File: config.mk
export PLATFORM = sky130hd
export DESIGN_NAME = rga_front
export DESIGN_NICKNAME = d
export VERILOG_FILES = /design/src/hdl/rga_pkg.sv /design/src/hdl/rga_front.sv
export SDC_FILE = /design/constraint.sdc
export NUM_CORES = 1
export LEC_CHECK = 0
export BUFFER_PORTS_ARGS = -buffer_cell sky130_fd_sc_hd__buf_2
export CAP_MARGIN = 20
export CORE_MARGIN = 4
export CORE_UTILIZATION = 55
export DETAILED_ROUTE_END_ITERATION = 10
export PLACE_DENSITY = 0.73
export SYNTH_ARGS = -nofsm -noshare
export SYNTH_HDL_FRONTEND = slang
export SYNTH_SLANG_ARGS = --single-unit
File: constraint.sdc
create_clock -name clk -period 8.06 [get_ports clk]
set_input_delay 0.403 -clock clk [delete_from_list [all_inputs] [get_ports clk]]
set_output_delay 0.403 -clock clk [all_outputs]
set_load 0.05 [all_outputs]
File: src/hdl/rga_pkg.sv
package rga_pkg;

    localparam int FRAME_WIDTH_DEF  = 480;
    localparam int FRAME_HEIGHT_DEF = 800;

    localparam int D2_W       = 20;  // squared distance width when inside
    localparam int S_W        = 26;  // sqrt(d2) in Q16
    localparam int Q_W        = 16;  // ratio in Q16
    localparam int SQRT_STEPS = 26;
    localparam int DIV_STEPS  = 16;
    localparam int SQRT_REM_W = 28;
    localparam int RAD_W      = 10;

    typedef enum logic [2:0] {
        REG_CENTER_X   = 3'd0,
        REG_CENTER_Y   = 3'd1,
        REG_RADIUS     = 3'd2,
        REG_GLOW_RED   = 3'd3,
        REG_GLOW_GREEN = 3'd4,
        REG_GLOW_BLUE  = 3'd5
    } cfg_reg_t;

    typedef struct packed {
        logic signed [11:0] center_x;
        logic signed [11:0] center_y;
        logic [RAD_W-1:0]   radius;
        logic [7:0]         glow_red;
        logic [7:0]         glow_green;
        logic [7:0]         glow_blue;
    } cfg_t;

    typedef struct packed {
        logic [15:0] color;
        logic        in_glow;
    } pix_t;

endpackage

File: src/hdl/rga_front.sv
module rga_front #(
    parameter int FRAME_WIDTH  = rga_pkg::FRAME_WIDTH_DEF,
    parameter int FRAME_HEIGHT = rga_pkg::FRAME_HEIGHT_DEF
) (
    input  logic                     clk,
    input  logic                     rst_n,
    input  logic                     adv,
    input  rga_pkg::cfg_t            cfg,
    input  logic                     in_vld,
    input  logic [8:0]               col,
    input  logic [9:0]               row,
    input  logic [15:0]              color,
    output logic                     out_vld,
    output logic [rga_pkg::D2_W-1:0] d2,
    output rga_pkg::pix_t            pix
);
    import rga_pkg::*;

    logic               a_vld_reg;
    logic signed [13:0] a_dx_reg;
    logic signed [13:0] a_dy_reg;
    logic               a_frame_reg;
    logic [15:0]        a_color_reg;

    logic               b_vld_reg;
    logic [23:0]        b_dx2_reg;
    logic [23:0]        b_dy2_reg;
    logic [19:0]        b_rr_reg;
    logic               b_live_reg;
    logic [15:0]        b_color_reg;

    logic               c_vld_reg;
    logic [D2_W-1:0]    c_d2_reg;
    pix_t               c_pix_reg;

    logic signed [13:0] pcx;
    logic signed [13:0] dx_next;
    logic signed [13:0] dy_next;
    logic               frame_next;
    logic signed [27:0] dx_sq;
    logic signed [27:0] dy_sq;
    logic [19:0]        rr;
    logic [24:0]        d2_sum;
    logic               inside_next;

    always_comb
    begin
        pcx        = 14'(FRAME_WIDTH - 1) - {{2{cfg.center_y[11]}}, cfg.center_y};
        dx_next    = $signed({5'b0, col}) - pcx;
        dy_next    = $signed({4'b0, row}) - {{2{cfg.center_x[11]}}, cfg.center_x};
        frame_next = ({3'b0, col} < 12'(FRAME_WIDTH)) && ({2'b0, row} < 12'(FRAME_HEIGHT));
        dx_sq      = a_dx_reg * a_dx_reg;
        dy_sq      = a_dy_reg * a_dy_reg;
        rr         = cfg.radius * cfg.radius;
        d2_sum     = {1'b0, b_dx2_reg} + {1'b0, b_dy2_reg};
        inside_next = b_live_reg && (d2_sum < {5'b0, b_rr_reg});
    end

    always_ff @(posedge clk or negedge rst_n)
    begin
        if (!rst_n)
        begin
            a_vld_reg <= 1'b0;
            b_vld_reg <= 1'b0;
            c_vld_reg <= 1'b0;
        end
        else if (adv)
        begin
            a_vld_reg <= in_vld;
            b_vld_reg <= a_vld_reg;
            c_vld_reg <= b_vld_reg;
        end
    end

    always_ff @(posedge clk)
    begin
        if (adv)
        begin
            a_dx_reg    <= dx_next;
            a_dy_reg    <= dy_next;
            a_frame_reg <= frame_next;
            a_color_reg <= color;
            b_dx2_reg   <= dx_sq[23:0];
            b_dy2_reg   <= dy_sq[23:0];
            b_rr_reg    <= rr;
            b_live_reg  <= a_frame_reg && (cfg.radius != '0);
            b_color_reg <= a_color_reg;
            // only a distance below r*r (< 2^20) goes on to the root
            c_d2_reg          <= inside_next ? d2_sum[D2_W-1:0] : '0;
            c_pix_reg.color   <= b_color_reg;
            c_pix_reg.in_glow <= inside_next;
        end
    end

    assign out_vld = c_vld_reg;
    assign d2      = c_d2_reg;
    assign pix     = c_pix_reg;

endmodule

==> results of run 1 <==
-- cell type report --
cell class	count	area [µm²]	area share (%)
Clock inverter	15	194	0.835
Sequential cell	166	4970	21.4
Tap cell	518	648	2.79
Clock buffer	17	425	1.83
Multi-Input combinational cell	1353	14500	62.5
Timing Repair Buffer	114	589	2.54
Inverter	505	1900	8.16
-- layer usage --
metal	wire length, µm	track usage, %
met1	17400	26.6
met2	21000	36.5
met3	1900	2.67
met4	782	4.75
met5	0	0
-- cells in the final DEF, fill, tap and decap left out, types with 4 or more instances in the layout --
| cell type | n |
|---|---|
| sky130_fd_sc_hd__a211oi_1 | 11 |
| sky130_fd_sc_hd__a21o_1 | 23 |
| sky130_fd_sc_hd__a21oi_1 | 59 |
| sky130_fd_sc_hd__a31o_2 | 5 |
| sky130_fd_sc_hd__a31oi_1 | 5 |
| sky130_fd_sc_hd__and2_1 | 94 |
| sky130_fd_sc_hd__and3_1 | 6 |
| sky130_fd_sc_hd__buf_2 | 109 |
| sky130_fd_sc_hd__clkbuf_16 | 17 |
| sky130_fd_sc_hd__edfxtp_1 | 163 |
| sky130_fd_sc_hd__fa_1 | 329 |
| sky130_fd_sc_hd__ha_1 | 247 |
| sky130_fd_sc_hd__inv_1 | 504 |
| sky130_fd_sc_hd__mux2_2 | 7 |
| sky130_fd_sc_hd__nand2_1 | 149 |
| sky130_fd_sc_hd__nand2b_1 | 16 |
| sky130_fd_sc_hd__nand3_1 | 16 |
| sky130_fd_sc_hd__nand4_1 | 5 |
| sky130_fd_sc_hd__nor2_1 | 72 |
| sky130_fd_sc_hd__nor2b_1 | 28 |
| sky130_fd_sc_hd__nor3_1 | 16 |
| sky130_fd_sc_hd__nor4_1 | 5 |
| sky130_fd_sc_hd__o211a_1 | 10 |
| sky130_fd_sc_hd__o21a_1 | 17 |
| sky130_fd_sc_hd__o21ai_0 | 32 |
| sky130_fd_sc_hd__o21ai_1 | 4 |
| sky130_fd_sc_hd__o21bai_1 | 11 |
| sky130_fd_sc_hd__or3_1 | 10 |
| sky130_fd_sc_hd__xnor2_1 | 87 |
| sky130_fd_sc_hd__xor2_1 | 35 |
-- cells by family (layout without fill, tap and decap cells) --
logic type,Yosys count,in the layout
AOI/OAI and AO/OA,217,217
xor gates and xnor gates,122,122
adders and majority gates,576,576
buffers and inverters,549,651
DFF,166,166
muxes,9,9
and+or+nand+nor,429,429
-- critical path, stage by stage (launching register included) --
cell,delay (ns)
sky130_fd_sc_hd__edfxtp_1,0.82
sky130_fd_sc_hd__inv_1,0.31
sky130_fd_sc_hd__nor2_1,0.31
sky130_fd_sc_hd__fa_1,0.23
sky130_fd_sc_hd__inv_1,0.06
sky130_fd_sc_hd__fa_1,0.51
sky130_fd_sc_hd__inv_1,0.06
sky130_fd_sc_hd__fa_1,0.49
sky130_fd_sc_hd__inv_1,0.05
sky130_fd_sc_hd__fa_1,0.47
sky130_fd_sc_hd__inv_1,0.06
sky130_fd_sc_hd__fa_1,0.53
sky130_fd_sc_hd__inv_1,0.06
sky130_fd_sc_hd__fa_1,0.54
sky130_fd_sc_hd__inv_1,0.05
sky130_fd_sc_hd__ha_1,0.34
sky130_fd_sc_hd__or2_2,0.32
sky130_fd_sc_hd__nand4_1,0.12
sky130_fd_sc_hd__and3b_1,0.22
sky130_fd_sc_hd__o41ai_2,0.10
sky130_fd_sc_hd__a31o_2,0.29
sky130_fd_sc_hd__or4_1,0.40
sky130_fd_sc_hd__nand4_1,0.10
-- metrics by stage --
step | std cells | instance area [µm²] | util (%)
3_3_place_gp | 2655 | 22600 | 58.4
2_1_floorplan | 2068 | 21600 | -
3_5_place_dp | 2655 | 22600 | 58.4
5_1_grt | 2688 | 23200 | 60.0
4_1_cts | 2688 | 23200 | 60.0
6_report | 2688 | 23200 | 60.0
-- timing repair --
item,4_1_cts,5_1_grt
hold endpoints to repair,3,0
resized for setup,0,0
hold buffers,1,0
-- final timing paths --
kind	endpoint	slack (ns)	cells after the start
max	b_dx2_reg[23]	1.49	22
min	a_color_reg[4]	0.14	1
max reg2reg	b_dx2_reg[23]	1.49	22
min reg2reg	b_color_reg[8]	0.42	0
max in group asynchronous	a_vld_reg	7.66	2
min in group asynchronous	b_vld_reg	0.29	2
==> results.md, run 1 <==
STA:
- The clock arrives with 0.0128 ns of skew.
- Setup repair after global routing left no endpoint under its margin.
- The max-slew violation total from the final report is 0.
- The slew at the pin closest to its max-slew limit is 1.03 ns.
- The setup violation total in the final timing report is 0.
- The hold violation count in the final report is 0.
- The normalized max-slew margin is 30.8%.
- In the finished design, the share of the clock period the worst path needs comes to 81.5%.
- The worst-case hold slack is 0.143 ns.
- The post-route setup TNS is 0 ns.
- The timing-limited maximum frequency is 152 MHz.
- The clock period could shrink to 6.57 ns.
- The smallest setup slack after layout is 1.49 ns.

Clock tree:
- The clock reaches the later pin of the worst-skew pair after 0.44 ns.
- The worst-case clock buffer depth is 2.
- The clock root buffer master is sky130_fd_sc_hd__clkbuf_16.
- Post-CTS timing repair inserted 0 buffers for setup.
- TritonCTS built the clock tree.
- The clock-pin slew on the worst setup and hold paths is 0.07 ns.
- The number of buffers created by CTS is 17.
- The CTS sink count is 166.
- The level count of the clock H-tree is 4.

Yosys:
- After synthesis, the netlist uses 67 different library cells.
- Counting every net in the synthesized netlist gives 2,741.
- The post-synth design cell area is 0.0216 mm².
- The top cell type by area accounts for 30.6% of the synthesized area.
- In this run, synthesis produced a sequential element count of 166.
- After Yosys synthesis, XOR and XNOR cells account for 4.96% of the synthesized area.
- After Yosys synthesis, full adders, half adders and majority gates account for 44.9% of the synthesized area.
- Synthesis produced 2,068 cells.
- The number of synthesized flops with an enable pin is 163.
- The largest area contributor in the netlist is sky130_fd_sc_hd__fa_1.
- After synthesis, flip-flops and latches occupy 23.1% of the total area.
- Each instance of the synthesized netlist takes up on average 10.4 µm².
- Summing the areas of all compound-gate instances in the mapped netlist gives 7.23% of the synthesized area.
- By area the synthesized netlist is led by sky130_fd_sc_hd__fa_1, sky130_fd_sc_hd__edfxtp_1, sky130_fd_sc_hd__ha_1.
- Summing the areas of all and, or, nand and nor instances in the mapped netlist gives 9.79% of the synthesized area.
- Yosys printed 0 warnings.
- Measured against the total synthesized area, the mux share comes to 0.459%.
- By count the netlist is led by sky130_fd_sc_hd__inv_1, sky130_fd_sc_hd__fa_1, sky130_fd_sc_hd__ha_1.
- Yosys instantiated no cell more often than sky130_fd_sc_hd__inv_1.
- For this run, asynchronously set or reset flops after synthesis account for 1.81%.
- The most used flip-flop cell after synthesis is sky130_fd_sc_hd__edfxtp_1.
- The largest family of logic cells by synthesized area is adder cells.

Finish:
- The post-synthesis to final-layout area growth is 7.80%.
- The post-route netlist has 8.16% of its cells at a drive strength greater than 1.
- The repair_antennas step left the layout with diodes totalling 0.
- The number of fill cells is 3,246.
- The net count of the finished layout is 2,830.

Drt:
- The final wirelength is 41,100 µm.
- The antenna violation net count after detailed routing is 0.
- The final routed DRC violation total is 0.
- In the final routed layout, each cell accounts on average for 15.3 µm.
- After detailed routing, the number of vias per cell comes to 5.26.
- Before antenna repair, the detailed router went through 5 iterations.
- Detailed routing inserted a total of 14,152 vias.
- After the first detailed-routing iteration, the DRC count stood at 614.

Global routing:
- The first global-routing pass estimated 70,400 µm of wire.
- Across every metal layer, demand over resource in global routing totals 20.4%.
- The number of antenna violations at the first check in global routing is 0.
- The via count of the first global-routing pass came to 15,101.
- The total overflow left after global routing is 0.
- Entering global routing, the biggest net connects 86 pins.

Place:
- After legalization and detailed placement, the total HPWL measured 33,600 µm.
- The minimum setup slack after placement is 1.52 ns.
- Routability-driven placement finished with a final weighted congestion of 0.878.
- The number of port buffers is 110.

Setup path:
- The critical-path maximum fanout is 15.
- The origin of the critical flop-to-flop path is a_dx_reg[2].
- The kind of start point of the critical path is a register.
- The data arrival time of the worst path is 6.87 ns.
- The most critical setup path has its startpoint at a_dx_reg[2].
- At the worst endpoint, the required time is 8.36 ns.
- The worst setup path is captured at a register.
- The worst setup path is of the reg2reg kind.

Run status:
- The flow ran to the end, and the final reports show no timing, DRC or antenna violations.

Floorplanning:
- In this run the core area contains 72 standard-cell rows.
- The full die area is 0.0424 mm².
- For this design the top-level I/O count stands at 135.
- The area of the core is 0.0387 mm².
- From bottom edge to top edge, the die measures 206 µm.
- The width of the chip is 206 µm.
- The initial core utilization is 55.6%.

Run:
- The tool flagged a number of max-cap violations equal to 0.

Min path:
- The worst hold path belongs to the class in2reg.
- In this run the most critical hold path is launched from color[4].
Power of run 1 is left out: the tool's default activity adds up to more than one toggle a clock period on the data nets, which glitch-free logic cannot reach.
==> run 2: changes to the inputs <==
--- a/config.mk
+++ b/config.mk
@@ -5,6 +5,7 @@
 export SDC_FILE = /design/constraint.sdc
 export NUM_CORES = 1
 export LEC_CHECK = 0
+export ABC_AREA = 1
 export BUFFER_PORTS_ARGS = -buffer_cell sky130_fd_sc_hd__buf_2
 export CAP_MARGIN = 20
 export CORE_MARGIN = 4
==> constraint.sdc (replaced) <==
create_clock -name clk -period 6.21 [get_ports clk]
set_input_delay 0.3105 -clock clk [delete_from_list [all_inputs] [get_ports clk]]
set_output_delay 0.3105 -clock clk [all_outputs]
set_load 0.05 [all_outputs]
==> run 2 against run 1 <==
  * Setup slack got worse by 1.2 ns
  * Register-to-register slack got worse by 1.2 ns
  * Non-clock buffer count increased by 22
  * Maximum frequency increased by 11%
  * Cell count increased by 13%
  * Sequential cell count unchanged
  * Count of clock-buffer cells in the layout unchanged
  * Global-route usage increased by 1.3 points
  * Cell area increased by 3.2%
  * Critical path type unchanged
  * Synthesized cell count increased by 15%
  * Utilization increased by 0.37 points
  * Die area increased by 2.5%
==> results.md, run 2 <==
Run status:
- Run status: finished clean (unchanged).

Yosys:
- Main area contributors after synthesis: sky130_fd_sc_hd__fa_1, sky130_fd_sc_hd__edfxtp_1, sky130_fd_sc_hd__ha_1 (unchanged).
- The library cell with the highest instance count after synthesis is sky130_fd_sc_hd__inv_1 (unchanged).
- Leading cell types by count after synthesis: sky130_fd_sc_hd__inv_1, sky130_fd_sc_hd__nand2_1, sky130_fd_sc_hd__fa_1 (was sky130_fd_sc_hd__inv_1, sky130_fd_sc_hd__fa_1, sky130_fd_sc_hd__ha_1).
- The post-synth net total is 3,061 (was 2,741).
- The largest area contributor in the netlist is sky130_fd_sc_hd__fa_1 (unchanged).
- The most frequently used flop master after synthesis is sky130_fd_sc_hd__edfxtp_1 (unchanged).
- The number of synthesized flops with an enable pin was 163 (unchanged).
- The proportion of register bits with asynchronous set or reset after synthesis was 1.81% (unchanged).
- The sequential fraction of the synthesis area came to 22.5% (was 23.1%).
- The post-synth design cell area came to 0.0221 mm² (was 0.0216 mm²).
- The synthesized area divided by synthesized cell count is 9.26 µm² (was 10.4 µm²).
- The number of distinct library cells after synthesis is 49 (was 67).
- The share of Yosys cell area claimed by the top area cell type is 29.8% (was 30.6%).
- The gate count after technology mapping was 2,388 (was 2,068).
- The number of synthesis warnings was 0 (unchanged).
- The count of state elements after synthesis was 166 (unchanged).

Clock tree:
- The insertion delay to the later sink of the worst-skew pair was 0.44 ns (about the same).
- The CTS sink count is 166 (unchanged).
- The number of buffers created by CTS is 17 (unchanged).
- The clock root buffer master is sky130_fd_sc_hd__clkbuf_16 (unchanged).
- The level count of the clock H-tree is 4 (unchanged).
- The clock tree from TritonCTS was built (unchanged).
- The worst-case clock buffer depth is 2 (unchanged).
- The clock-pin slew on the worst setup and hold paths came to 0.08 ns (was 0.07 ns).

Setup path:
- The origin of the critical flop-to-flop path is a_dx_reg[13] (was a_dx_reg[2]).
- The kind of start point of the critical path is a register (unchanged).
- The critical register-to-register path endpoint is b_dx2_reg[16] (was b_dx2_reg[23]).
- The critical-path maximum fanout is 13 (was 15).
- The class of the most critical setup path is reg2reg (unchanged).
- The reg-to-reg setup timing slack came to 0.28 ns (was 1.49 ns).
- The endpoint required time on the critical path is 6.39 ns (was 8.36 ns).
- The cell count of the worst reg-to-reg path is 21 (was 22).
- The nature of the critical path endpoint is a register (unchanged).
- The data arrival time of the worst path came to 6.11 ns (was 6.87 ns).

Place:
- The total cell area at the placement stage was 0.0233 mm² (was 0.0226 mm²).
- The total half-perimeter wirelength after legalization and detailed placement is 37,600 µm (was 33,600 µm).
- The final RePlAce weighted congestion is 0.895 (was 0.878).
- The number of cells in the design after placement came to 3,002 (was 2,655).
- The number of port buffers is 110 (unchanged).

Floorplanning:
- The area of the core is 0.0397 mm² (was 0.0387 mm²).
- The full die area was 0.0435 mm² (was 0.0424 mm²).
- The initial core utilization is 55.7% (was 55.6%).
- The number of top-level design ports is 135 (unchanged).
- The width of the chip is 209 µm (was 206 µm).
- The number of rows created at floorplan is 73 (was 72).
- The die height is 209 µm (was 206 µm).

Run:
- The number of violations of the max-capacitance limit came to 0 (unchanged).

Finish:
- The number of antenna diodes is 0 (unchanged).
- The share of final-layout standard cells stronger than drive strength 1 is 8.31% (was 8.16%).
- Commonest non-fill, non-tap cells in the layout: sky130_fd_sc_hd__inv_1, sky130_fd_sc_hd__nand2_1, sky130_fd_sc_hd__fa_1 (was sky130_fd_sc_hd__inv_1, sky130_fd_sc_hd__fa_1, sky130_fd_sc_hd__ha_1).
- The final design area excluding fillers came to 0.0240 mm² (was 0.0232 mm²).
- The number of non-filler instances in the completed layout is 3,039 (was 2,688).
- The number of fill cells is 3,314 (was 3,246).
- The net count reported at finish was 3,174 (was 2,830).
- The area of combinational cells with multiple inputs is 0.0144 mm² (was 0.0145 mm²).
- The most common cell after layout, fill and taps aside was sky130_fd_sc_hd__inv_1 (unchanged).
- The sequential cell area is 0.00497 mm² (unchanged).
- The post-synthesis to final-layout area growth is 8.42% (was 7.80%).

STA:
- The max-slew violation total from the final report is 0 (unchanged).
- The timing-limited maximum frequency is 169 MHz (was 152 MHz).
- The slew at the pin closest to its max-slew limit is 0.901 ns (was 1.03 ns).
- The post-route setup TNS came to 0 ns (unchanged).
- The worst-case hold slack is 0.0436 ns (was 0.143 ns).
- The minimum clock period after layout came to 5.93 ns (was 6.57 ns).
- RSZ-0062 raised after global routing: false (unchanged).
- The setup violation total in the final timing report was 0 (unchanged).
- The hold violation count in the final report came to 0 (unchanged).
- The final period utilization came to 95.5% (was 81.5%).
- The normalized max-slew margin was 39.9% (was 30.8%).
- The worst setup skew after layout came to 0.00960 ns (was 0.0128 ns).

Global routing:
- The maximum number of pins on one net before global-route repair was 99 (was 86).
- The number of antenna violations at the first check in global routing is 0 (unchanged).
- The via count of the first global-routing pass is 16,881 (was 15,101).
- The wire length of the first global-routing pass is 78,000 µm (was 70,400 µm).
- The total overflow reported by the global router is 0 (unchanged).
- The total global-route track usage is 21.7% (was 20.4%).

Drt:
- The final wirelength came to 45,300 µm (was 41,100 µm).
- The ratio of routed vias to standard cells was 5.10 (was 5.26).
- The total vias in the final route is 15,491 (was 14,152).
- The final routed DRC violation total came to 0 (unchanged).
- The number of detailed-routing iterations run before antenna repair was 6 (was 5).
- The per-cell routed wire length is 14.9 µm (was 15.3 µm).
- The initial detailed-routing violation count is 834 (was 614).
- The antenna violation net count after detailed routing is 0 (unchanged).

Min path:
- The worst hold path endpoint is a_color_reg[2] (was a_color_reg[4]).
- The class of the tightest hold or removal check is in2reg (unchanged).
- The worst hold path startpoint is color[2] (was color[4]).
- The hold path depth is 1 (unchanged).
-- run 2: worst max-delay path by stage --
stage	slack [ns]	depth (start not counted)	to	from
3_3_place_gp	0.38	22	b_dx2_reg[20]	a_dx_reg[9]
3_5_place_dp	0.33	22	b_dx2_reg[20]	a_dx_reg[1]
6_report	0.28	21	b_dx2_reg[16]	a_dx_reg[13]
2_1_floorplan	0.66	21	b_dx2_reg[21]	a_dx_reg[7]
5_1_grt	0.05	20	b_dx2_reg[23]	a_dx_reg[13]
4_1_cts	0.32	19	b_dx2_reg[23]	a_dx_reg[13]
-- run 2: layout make-up --
type	count	area share [%]
flip-flops and latches	166	20.7
multi-input cells	1504	60.2
clock inverters	15	0.835
inverters	676	10.6
repair buffers	136	3.15
clock buffers	17	1.77
well taps	525	2.74
-- run 2: metal layers --
metal / wire length, µm / track usage, % / up-vias
met4: 745 / 5.32 / 0
li1: - / - / 7461
met1: 19500 / 27.9 / 7600
met5: 0 / 0 / -
met2: 23000 / 39.1 / 363
met3: 2030 / 2.93 / 67
-- run 2: logic make-up (layout without fill, tap and decap cells) --
family / after synthesis / in the layout / share of synthesized area [%]
AOI/OAI and AO/OA: 198 / 198 / 5.26
xor gates and xnor gates: 130 / 130 / 5.15
adders and majority gates: 576 / 576 / 43.8
and+or+nand+nor: 599 / 599 / 11.1
buffers and inverters: 718 / 844 / 12.3
muxes: 1 / 1 / 0.0509
DFF: 166 / 166 / 22.5
-- run 2: repair_timing --
action / 4_1_cts / 5_1_grt
endpoints found under the setup margin: 0 / 1
buffers inserted: 0 / 4
gates resized for setup: 0 / 0
hold buffers: 1 / 0
endpoints found under the hold margin: 3 / 0
-- run 2: worst max-delay path: stages (launching register included) --
cell,delay (ns)
sky130_fd_sc_hd__edfxtp_1,0.61
sky130_fd_sc_hd__buf_4,0.27
sky130_fd_sc_hd__nand2_1,0.06
sky130_fd_sc_hd__inv_1,0.08
sky130_fd_sc_hd__fa_1,0.50
sky130_fd_sc_hd__inv_1,0.06
sky130_fd_sc_hd__fa_1,0.53
sky130_fd_sc_hd__inv_1,0.06
sky130_fd_sc_hd__fa_1,0.48
sky130_fd_sc_hd__fa_1,0.50
sky130_fd_sc_hd__fa_1,0.49
sky130_fd_sc_hd__inv_1,0.06
sky130_fd_sc_hd__fa_1,0.53
sky130_fd_sc_hd__inv_1,0.04
sky130_fd_sc_hd__ha_1,0.34
sky130_fd_sc_hd__nand2_1,0.11
sky130_fd_sc_hd__nor2_1,0.05
sky130_fd_sc_hd__a211oi_1,0.25
sky130_fd_sc_hd__inv_1,0.12
sky130_fd_sc_hd__a21oi_1,0.21
sky130_fd_sc_hd__o21ai_0,0.16
sky130_fd_sc_hd__xor2_1,0.16
-- run 2: metrics by stage --
stage	setup slack [ns]	util [%]
floorplan	0.658	-
finish	0.282	60.3
global route	0.0477	60.3
global placement	0.384	58.7
CTS	0.317	60.3
detailed placement	0.334	58.7
Power of run 2 is left out for the same reason.
